### src/rtl/smpq_pkg.sv
// Shared types and constants for the stable minimum-priority queue.
// No dependencies.
package smpq_pkg;

    localparam int CAPACITY = 32;
    localparam int IDX_W    = $clog2(CAPACITY);
    localparam int OCC_W    = $clog2(CAPACITY + 1);

    localparam logic [1:0] CMD_INSERT = 2'd0;
    localparam logic [1:0] CMD_PEEK   = 2'd1;
    localparam logic [1:0] CMD_POP    = 2'd2;
    localparam logic [1:0] CMD_LIST   = 2'd3;

    localparam logic [1:0] STAT_OK    = 2'd0;
    localparam logic [1:0] STAT_EMPTY = 2'd1;
    localparam logic [1:0] STAT_FULL  = 2'd2;

    typedef enum logic [1:0] {
        OP_NONE,
        OP_INSERT,
        OP_POP,
        OP_ROTATE
    } array_op_t;

    // controller -> datapath
    typedef struct packed {
        array_op_t  op;
        logic       out_load;
        logic       out_head;
        logic [1:0] out_status;
        logic       out_last;
    } ctrl_cmd_t;

    // datapath -> controller
    typedef struct packed {
        logic             empty;
        logic             full;
        logic [OCC_W-1:0] occupancy;
    } dp_status_t;

endpackage

### src/rtl/smpq_ctrl.sv
// Command sequencer: handshakes, list walk and result valid.
// Depends on smpq_pkg.
module smpq_ctrl
    import smpq_pkg::*;
(
    input  logic       aclk,
    input  logic       aresetn,
    input  logic       s_valid,
    output logic       s_ready,
    input  logic [1:0] s_command,
    output logic       m_valid,
    input  logic       m_ready,
    input  dp_status_t status,
    output ctrl_cmd_t  cmd
);

    typedef enum logic {
        ST_IDLE,
        ST_LIST
    } state_t;

    state_t           state_reg, state_next;
    logic [OCC_W-1:0] cnt_reg, cnt_next;
    logic             m_valid_reg, m_valid_next;
    logic             out_free;

    assign out_free = !m_valid_reg || m_ready;
    assign s_ready  = (state_reg == ST_IDLE) && out_free;

    always_comb begin
        state_next   = state_reg;
        cnt_next     = cnt_reg;
        m_valid_next = m_valid_reg && !m_ready;
        cmd.op         = OP_NONE;
        cmd.out_load   = 1'b0;
        cmd.out_head   = 1'b0;
        cmd.out_status = STAT_OK;
        cmd.out_last   = 1'b1;
        unique case (state_reg)
            ST_IDLE: begin
                if (s_valid && s_ready) begin
                    cmd.out_load = 1'b1;
                    m_valid_next = 1'b1;
                    if (s_command == CMD_INSERT) begin
                        if (status.full) begin
                            cmd.out_status = STAT_FULL;
                        end else begin
                            cmd.op = OP_INSERT;
                        end
                    end else if (status.empty) begin
                        cmd.out_status = STAT_EMPTY;
                    end else begin
                        cmd.out_head = 1'b1;
                        unique case (s_command)
                            CMD_POP:  cmd.op = OP_POP;
                            CMD_LIST: begin
                                cmd.op       = OP_ROTATE;
                                cmd.out_last = (status.occupancy == OCC_W'(1));
                                if (status.occupancy != OCC_W'(1)) begin
                                    state_next = ST_LIST;
                                    cnt_next   = status.occupancy - OCC_W'(1);
                                end
                            end
                            default: ;
                        endcase
                    end
                end
            end
            ST_LIST: begin
                // one entry per transfer; the rotation restores order at the end
                if (out_free) begin
                    cmd.op       = OP_ROTATE;
                    cmd.out_load = 1'b1;
                    cmd.out_head = 1'b1;
                    cmd.out_last = (cnt_reg == OCC_W'(1));
                    m_valid_next = 1'b1;
                    cnt_next     = cnt_reg - OCC_W'(1);
                    if (cnt_reg == OCC_W'(1)) begin
                        state_next = ST_IDLE;
                    end
                end
            end
            default: state_next = ST_IDLE;
        endcase
    end

    always_ff @(posedge aclk) begin
        if (!aresetn) begin
            state_reg   <= ST_IDLE;
            cnt_reg     <= '0;
            m_valid_reg <= 1'b0;
        end else begin
            state_reg   <= state_next;
            cnt_reg     <= cnt_next;
            m_valid_reg <= m_valid_next;
        end
    end

    assign m_valid = m_valid_reg;

endmodule

### config.mk
export PLATFORM = sky130hd
export DESIGN_NAME = smpq_ctrl
export DESIGN_NICKNAME = d
export VERILOG_FILES = /design/src/rtl/smpq_pkg.sv /design/src/rtl/smpq_ctrl.sv
export SDC_FILE = /design/constraint.sdc
export NUM_CORES = 1
export LEC_CHECK = 0
export ABC_AREA = 1
export BUFFER_PORTS_ARGS = -buffer_cell sky130_fd_sc_hd__buf_2
export CAP_MARGIN = 25
export CORE_MARGIN = 2
export CORE_UTILIZATION = 45
export DETAILED_ROUTE_END_ITERATION = 16
export PLACE_DENSITY = 0.71
export SYNTH_ARGS = -nofsm -noshare
export SYNTH_HDL_FRONTEND = slang
export SYNTH_SLANG_ARGS = --single-unit
### constraint.sdc
create_clock -name aclk -period 1.3 [get_ports aclk]
set_input_delay 0.26 -clock aclk [delete_from_list [all_inputs] [get_ports aclk]]
set_output_delay 0.26 -clock aclk [all_outputs]
set_load 0.05 [all_outputs]
=== Word-level counts from Yosys, hierarchy flattened ===
Cells that the tools add are included.

* Magnitude comparators: 0
* Equal/unequal tests: 11
* Add/sub/neg operators: 2
* Multiplexer cells: 36
* Reductions and logical operators: 8
* Bitwise logic cells: 1
* Multipliers: 0
* Shift-type cells: 0
* Divide/modulo/power cells: 0

{| class="wikitable"
|+ Operators by type and width
! kind !! count
|-
| 6-bit 2-to-1 mux || 6
|-
| 1-bit 2-to-1 mux || 17
|-
| 6-bit by 1-bit equality test with 1-bit output (second input constant) || 2
|-
| 6-bit case mux with 2 select lines || 1
|-
| 6-bit by 1-bit subtractor with 6-bit output (second input constant) || 2
|-
| 2-bit 2-to-1 mux || 5
|-
| 2-bit by 1-bit != test with 1-bit output (second input constant) || 4
|-
| 4-bit case mux with 2 select lines || 1
|-
| 7-bit 2-to-1 mux || 1
|-
| 6-bit by 1-bit != test with 1-bit output (second input constant) || 1
|-
| 1-bit case mux with 2 select lines || 3
|-
| 6-bit AND reduction || 1
|-
| 2-bit equality test (second input constant) || 2
|-
| 4-bit 2-to-1 mux || 1
|-
| 2-bit != test (second input constant) || 2
|-
| 2-bit case mux with 2 select lines || 1
|-
| 1-bit logical AND || 3
|-
| 1-bit logical NOT || 2
|-
| 2-bit logical NOT || 1
|-
| 1-bit logical OR || 1
|-
| 1-bit NOT || 1
|}

* Memories: 0
* Output and inout port bits: 9
* Bits in registers: 8
* Memory bits (writable): 0
* Bits in read-only memories: 0
* Word-level logic and storage cells: 61
* Bits in latches: 0

=== Logic depth before layout (Yosys ltp) ===
Gate-level depths: netlist (run 1).

* Word-level depth: 7
* Mapped depth: 9
* Depth with buffers taken out: 9

=== Least setup slack after synthesis (run 1) ===
Ideal clock, no wire load.

* Path kind: reg2out
* Start point: register m_valid_reg (netlist: m_valid)
* End point: output port cmd[3] in the netlist's numbering
* Path slack: -0.967 ns
* Data required time: 1.040 ns
* Cell stages (with the launch flop): 6
* Arrival: 2.007 ns
* Path through: dfxtp_1 nand2_4 nand3_4 inv_1 nand2_1 o21ai_0

{| class="wikitable"
|+ RTL lines
! item !! RTL line !! source
|-
| start, declared || smpq_ctrl.sv:24 || <nowiki>logic m_valid_reg, m_valid_next;</nowiki>
|-
| start signal, assigned || smpq_ctrl.sv:95 || <nowiki>m_valid_reg <= m_valid_next;</nowiki>
|-
| end, declared || smpq_ctrl.sv:14 || <nowiki>output ctrl_cmd_t cmd</nowiki>
|}

==> results of run 1 <==
-- metrics by stage --
stage	TNS, ns	worst slack, ns	std cells	total power [mW]	hold slack, ns
floorplan	-0.484	-0.160	115	0.512	0.383
global placement	-1.01	-0.124	176	0.631	0.479
detailed placement	-1.52	-0.169	176	0.642	0.491
CTS	-1.75	-0.262	182	0.906	0.267
global route	-2.75	-0.409	185	1.05	0.276
finish	-2.06	-0.338	185	0.996	0.281
-- worst max path at each step --
stage	slack, ns	cells after the start	to
global route	-0.41	5	cmd[0]
finish	-0.34	7	cmd[4]
CTS	-0.26	5	cmd[0]
floorplan	-0.16	4	cmd[0]
detailed placement	-0.17	6	cmd[0]
global placement	-0.12	8	cmd[3]
-- layout make-up --
class	instances	area, sq um
tap	16	20.0
inverter	22	105
clock buffer	4	26.3
multi-input combinational	84	639
sequential	8	170
timing repair buffer	51	413
fill	82	185
-- Yosys cell counts --
cell,n
a21oi_4,1
nand2_2,1
nand4_4,1
nand2_4,3
nand3_1,7
mux2i_1,1
inv_8,1
inv_1,21
nor2_1,18
a21oi_1,6
nand3_2,1
xor2_1,1
buf_6,1
ha_1,4
dfxtp_1,8
a22oi_1,1
nand4_1,3
o22a_1,1
nor2_4,1
o21ai_1,4
nand2_1,20
nor2_8,1
nand3_4,1
o21ai_0,8
-- logic make-up after synthesis --
| kind of cell | synth area share, % |
|---|---|
| XOR/XNOR | 1.14 |
| buffers and inverters | 13.2 |
| AND/OR/NAND/NOR | 41.1 |
| flip-flops | 20.8 |
| AO/OA/AOI/OAI | 15.9 |
| multiplexers | 1.30 |
| adder cells (fa/ha/maj) | 6.50 |
-- critical path: stages, from the launching register on --
cell and delay, ns:
dfxtp_4 0.39, inv_8 0.04, nand3_4 0.13, inv_6 0.06, buf_4 0.15, nor2_4 0.12
inv_2 0.06, buf_8 0.14
-- power groups by stage --
| stage | clock network [mW] | registers [mW] | logic, mW |
|---|---|---|---|
| 6_report | 0.221 | 0.272 | 0.503 |
| 5_1_grt | 0.245 | 0.273 | 0.528 |
| 4_1_cts | 0.220 | 0.272 | 0.415 |
| 3_5_place_dp | 0 | 0.276 | 0.366 |
| 3_3_place_gp | 0 | 0.275 | 0.357 |
| 2_1_floorplan | 0 | 0.284 | 0.228 |
-- per-layer routing --
| metal | GRT usage [%] | routed length [microns] | up-vias |
|---|---|---|---|
| li1 | - | - | 480 |
| met1 | 35.0 | 1160 | 472 |
| met2 | 53.1 | 1690 | 73 |
| met3 | 9.20 | 319 | 23 |
| met4 | 7.06 | 182 | 0 |
| met5 | 0 | 0 | - |
-- timing repair --
item,in CTS,in global routing
pin swaps,8,13
setup buffers,2,4
setup endpoints to repair,10,14
gates resized for setup,30,24
==> impl_metrics.yaml, run 1 <==
global_routing:
  grt_pass1_wl_microns: 4410
  grt-ovfl-total: 0
  grt_pass1_vias: 975
  grt_use_total_pct: 30.0
  grt_max_degree: 7
  antenna_found_initial: 0
min_path:
  hold-path-endpoint: "cnt_reg[1]"
  hold_path_depth: 3
  min_from: "aresetn"
  hp-class: "in -> reg"
placed_design:
  place_hpwl_microns: 1760
  gp_congestion: 0.849
  place_area_sq_um: 1130
  port_buffers: 22
synthesis:
  ys_seq_area_share_pct: 20.8
  synth_top_area_share_pct: 20.8
  netlist.top_cell.by_area: "dfxtp_1"
  yosys_register_bits: 8
  avgSynthCellArea_sq_um: 6.69
  ys_top_cells_by_area: "dfxtp_1, inv_1, nand2_1"
  ys_warn_count: 0
  syn_inst: 115
  synth.net_count: 133
  synth_cell_types: 24
  syn-cell-area_sq_um: 769
floorplanning:
  die-width_microns: 45.4
  start_util_pct: 49.4
  placementRows: 14
  die-area_sq_um: 2060
  die_y_microns: 45.4
  core_sq_um: 1560
  ios: 23
cells_and_area:
  layout_common_cells: "buf_4, nand2_1, inv_1, buf_2, nor2_1"
  finalNetCount: 188
  fin_area_sq_um: 1370
  num_antenna_cells: 0
  area_delta_synth_final_pct: 78.5
  drive_gt1_share_pct: 55.6
  largest_reg_flops: 6
  final_util_pct: 88.1
  final_common_cell: "buf_4"
clocking:
  h-tree-depth: 1
  cts_buffers: 3
  clock_path_buffers: 2
  clock_latency_ns: 0.27
  tritoncts: "yes"
  cts_num_sinks: 8
  ctsHoldBuffers: 0
  path_clk_slew_ns: 0.07
  root_buffer: "clkbuf_4"
route:
  remaining_drc_errors: 0
  first_pass_iters: 4
  post_drt_via_cell_ratio: 5.66
  antenna_left: 0
  finalWirelength_microns: 3350
  wl_per_cell_microns: 18.1
  vias: 1048
  drtIter0Drc: 31
power_and_ir_drop:
  combPwrFrac_pct: 50.5
  vdd_drop_max_uv: 1000
  intPower_uw: 582
  pwr-share-clk_pct: 22.2
  swShare_pct: 41.6
  pwr-share-seq_pct: 27.3
  switchingPower_uw: 414
  power_density_nw_per_um2: 725
  cellLeakagePower_nw: 0.682
sta:
  max_freq_mhz: 611
  maxSlewHeadroom_pct: 83.6
  finClkSkew_ns: 0.0124
  slew_violations: 0
  rsz0062_at_grt: "true"
  period_share_pct: 126
  setup_violations: 12
  setup_ws_ns: -0.338
  hold_viol_final: 0
  tightest_slew_ns: 0.248
  period_needed_ns: 1.64
critical_path:
  cp-start-kind: "flop"
  worstPathArrival_ns: 1.38
  crit_fanout: 4
  cp-startpoint: "state_reg"
  r2r_end: "m_valid"
  worstReg2RegStart: "state_reg"
  worstRegToRegCells: 9
  reg2reg_slack_ns: -0.06
  crit_path_end_kind: "output port"
  cp.required_ns: 1.04
  crit_type: "reg -> out"
status:
  status: "complete, but fails checks"
  failed_checks: "setup timing"
job:
  drv_cap: 0
Note: power is estimated with default switching activity, not from simulation.
==> inputs of run 2 (changes only) <==
Settings changed: MAX_ROUTING_LAYER from default to met4.
==> run 2 against run 1 <==
  * The flow still finishes with violations (setup timing)
  * Via count increased by 0.48%
  * Global-route usage increased by 1.9 points
  * Power increased by 0.29%
  * Non-clock buffer count decreased by 2
  * Routed wire length decreased by 2.8%
  * Final area increased by 2.5%
  * Sequential cell count unchanged
  * Sequential power increased by 1%
  * Worst setup slack got worse by 0.015 ns
  * Sequential share of layout area decreased by 0.30 points
  * Critical path type unchanged
==> impl_metrics.yaml, run 2 (synthesis results as in run 1) <==
critical_path:
  crit_type: "reg -> out"
  crit_path_end_kind: "output port"
  cp-start-kind: "flop"
  cp.required_ns: 1.04
  worstPathArrival_ns: 1.39
  crit_fanout: 2
power_and_ir_drop:
  vdd_drop_max_uv: 953
  intPower_uw: 582
  pwr-share-seq_pct: 27.7
  combPwrFrac_pct: 50.1
  switchingPower_uw: 417
  power_density_nw_per_um2: 710
  pwr-share-clk_pct: 22.2
  cellLeakagePower_nw: 0.673
  swShare_pct: 41.7
job:
  drv_cap: 0
floorplanning:
  core_sq_um: 1560
  die-area_sq_um: 2060
  start_util_pct: 49.4
  ios: 23
  die_y_microns: 45.4
  die-width_microns: 45.4
  placementRows: 14
sta:
  maxSlewHeadroom_pct: 68.4
  tightest_slew_ns: 0.469
  setup_ws_ns: -0.353
  period_share_pct: 127
  rsz0062_at_grt: "true"
  finClkSkew_ns: 0.00402
  hold_viol_final: 0
  slew_violations: 0
  setup_violations: 15
  holdWs_ns: 0.303
  period_needed_ns: 1.65
  setup_tns_ns: -2.24
  max_freq_mhz: 605
global_routing:
  grt_pass1_wl_microns: 4510
  grt_use_total_pct: 31.9
  antenna_found_initial: 0
  grt_pass1_vias: 974
  grt_max_degree: 7
  grt-ovfl-total: 0
route:
  remaining_drc_errors: 0
  finalWirelength_microns: 3260
  wl_per_cell_microns: 17.8
  first_pass_iters: 4
  vias: 1053
  antenna_left: 0
  post_drt_via_cell_ratio: 5.75
  drtIter0Drc: 68
cells_and_area:
  final_common_cell: "buf_4"
  layout_common_cells: "buf_4, nand2_1, inv_1"
  largest_reg_flops: 6
  area_delta_synth_final_pct: 82.9
  final_util_pct: 90.3
  fillers: 70
  multi_input_area_sq_um: 683
  seqCellArea_sq_um: 170
  finalNetCount: 186
  num_antenna_cells: 0
  drive_gt1_share_pct: 56.3
clocking:
  path_clk_slew_ns: 0.06
  ctsHoldBuffers: 0
  clock_path_buffers: 2
  h-tree-depth: 1
  clock_latency_ns: 0.26
  cts_num_sinks: 8
  root_buffer: "clkbuf_4"
  cts_buffers: 3
  tritoncts: "yes"
status:
  failed_checks: "setup timing"
  status: "complete, but fails checks"
placed_design:
  port_buffers: 22
  gp_congestion: 0.833
  place_hpwl_microns: 1690
min_path:
  hp-class: "in -> reg"
run 2: final cells by class:
type / instances / area share [%]
clock buffer: 4 / 1.87
tap: 16 / 1.42
inverter: 22 / 7.29
sequential: 8 / 12.1
timing repair buffer: 49 / 28.8
multi-input combinational: 84 / 48.5
run 2: power groups by stage:
stage                     combinational (mW)  sequential (mW)  clock [mW]
after floorplan                        0.228            0.284           0
after global placement                 0.357            0.275           0
after detailed placement               0.366            0.275           0
after CTS                              0.432            0.273       0.215
after global routing                   0.529            0.277       0.244
final                                  0.501            0.276       0.222
run 2: stage by stage:
stage	total power [mW]	setup WS, ns	instances	instance area (sq um)
finish	0.999	-0.353	183	1410
global route	1.05	-0.408	183	1410
CTS	0.920	-0.326	182	1310
detailed placement	0.641	-0.188	176	1130
global placement	0.632	-0.124	176	1130
floorplan	0.512	-0.160	115	827
run 2: what timing repair did:
| action | 4_1_cts | 5_1_grt |
|---|---|---|
| resized for setup | 38 | 22 |
| buffers inserted | 2 | 1 |
| gates cloned | 0 | 0 |
| setup endpoints to repair | 10 | 16 |
| pin swaps | 9 | 13 |
run 2: worst paths after layout:
| check | depth (start not counted) | from | slack [ns] | to |
|---|---|---|---|---|
| hold reg to reg | 2 | cnt_reg[5] | 0.51 | cnt_reg[5] |
| setup reg to reg | 5 | cnt_reg[1] | -0.08 | state_reg |
| setup / recovery | 5 | cnt_reg[1] | -0.35 | cmd[0] |
| hold / removal | 3 | aresetn | 0.30 | cnt_reg[1] |
run 2: critical path, cell delays in order (launching register included):
cell and delay (ns):
dfxtp_2 0.33, inv_2 0.08, ha_4 0.13, nand4_1 0.16
a22oi_2 0.24, buf_6 0.18
run 2: routing by layer:
metal	track usage (%)	vias up	part of all wire, %	wire length (microns)
met3	9.20	14	5.7	186
met4	11.8	0	2.9	95
met5	-	-	0	0
met1	36.6	502	41	1340
li1	-	476	-	-
met2	52.3	61	50	1630
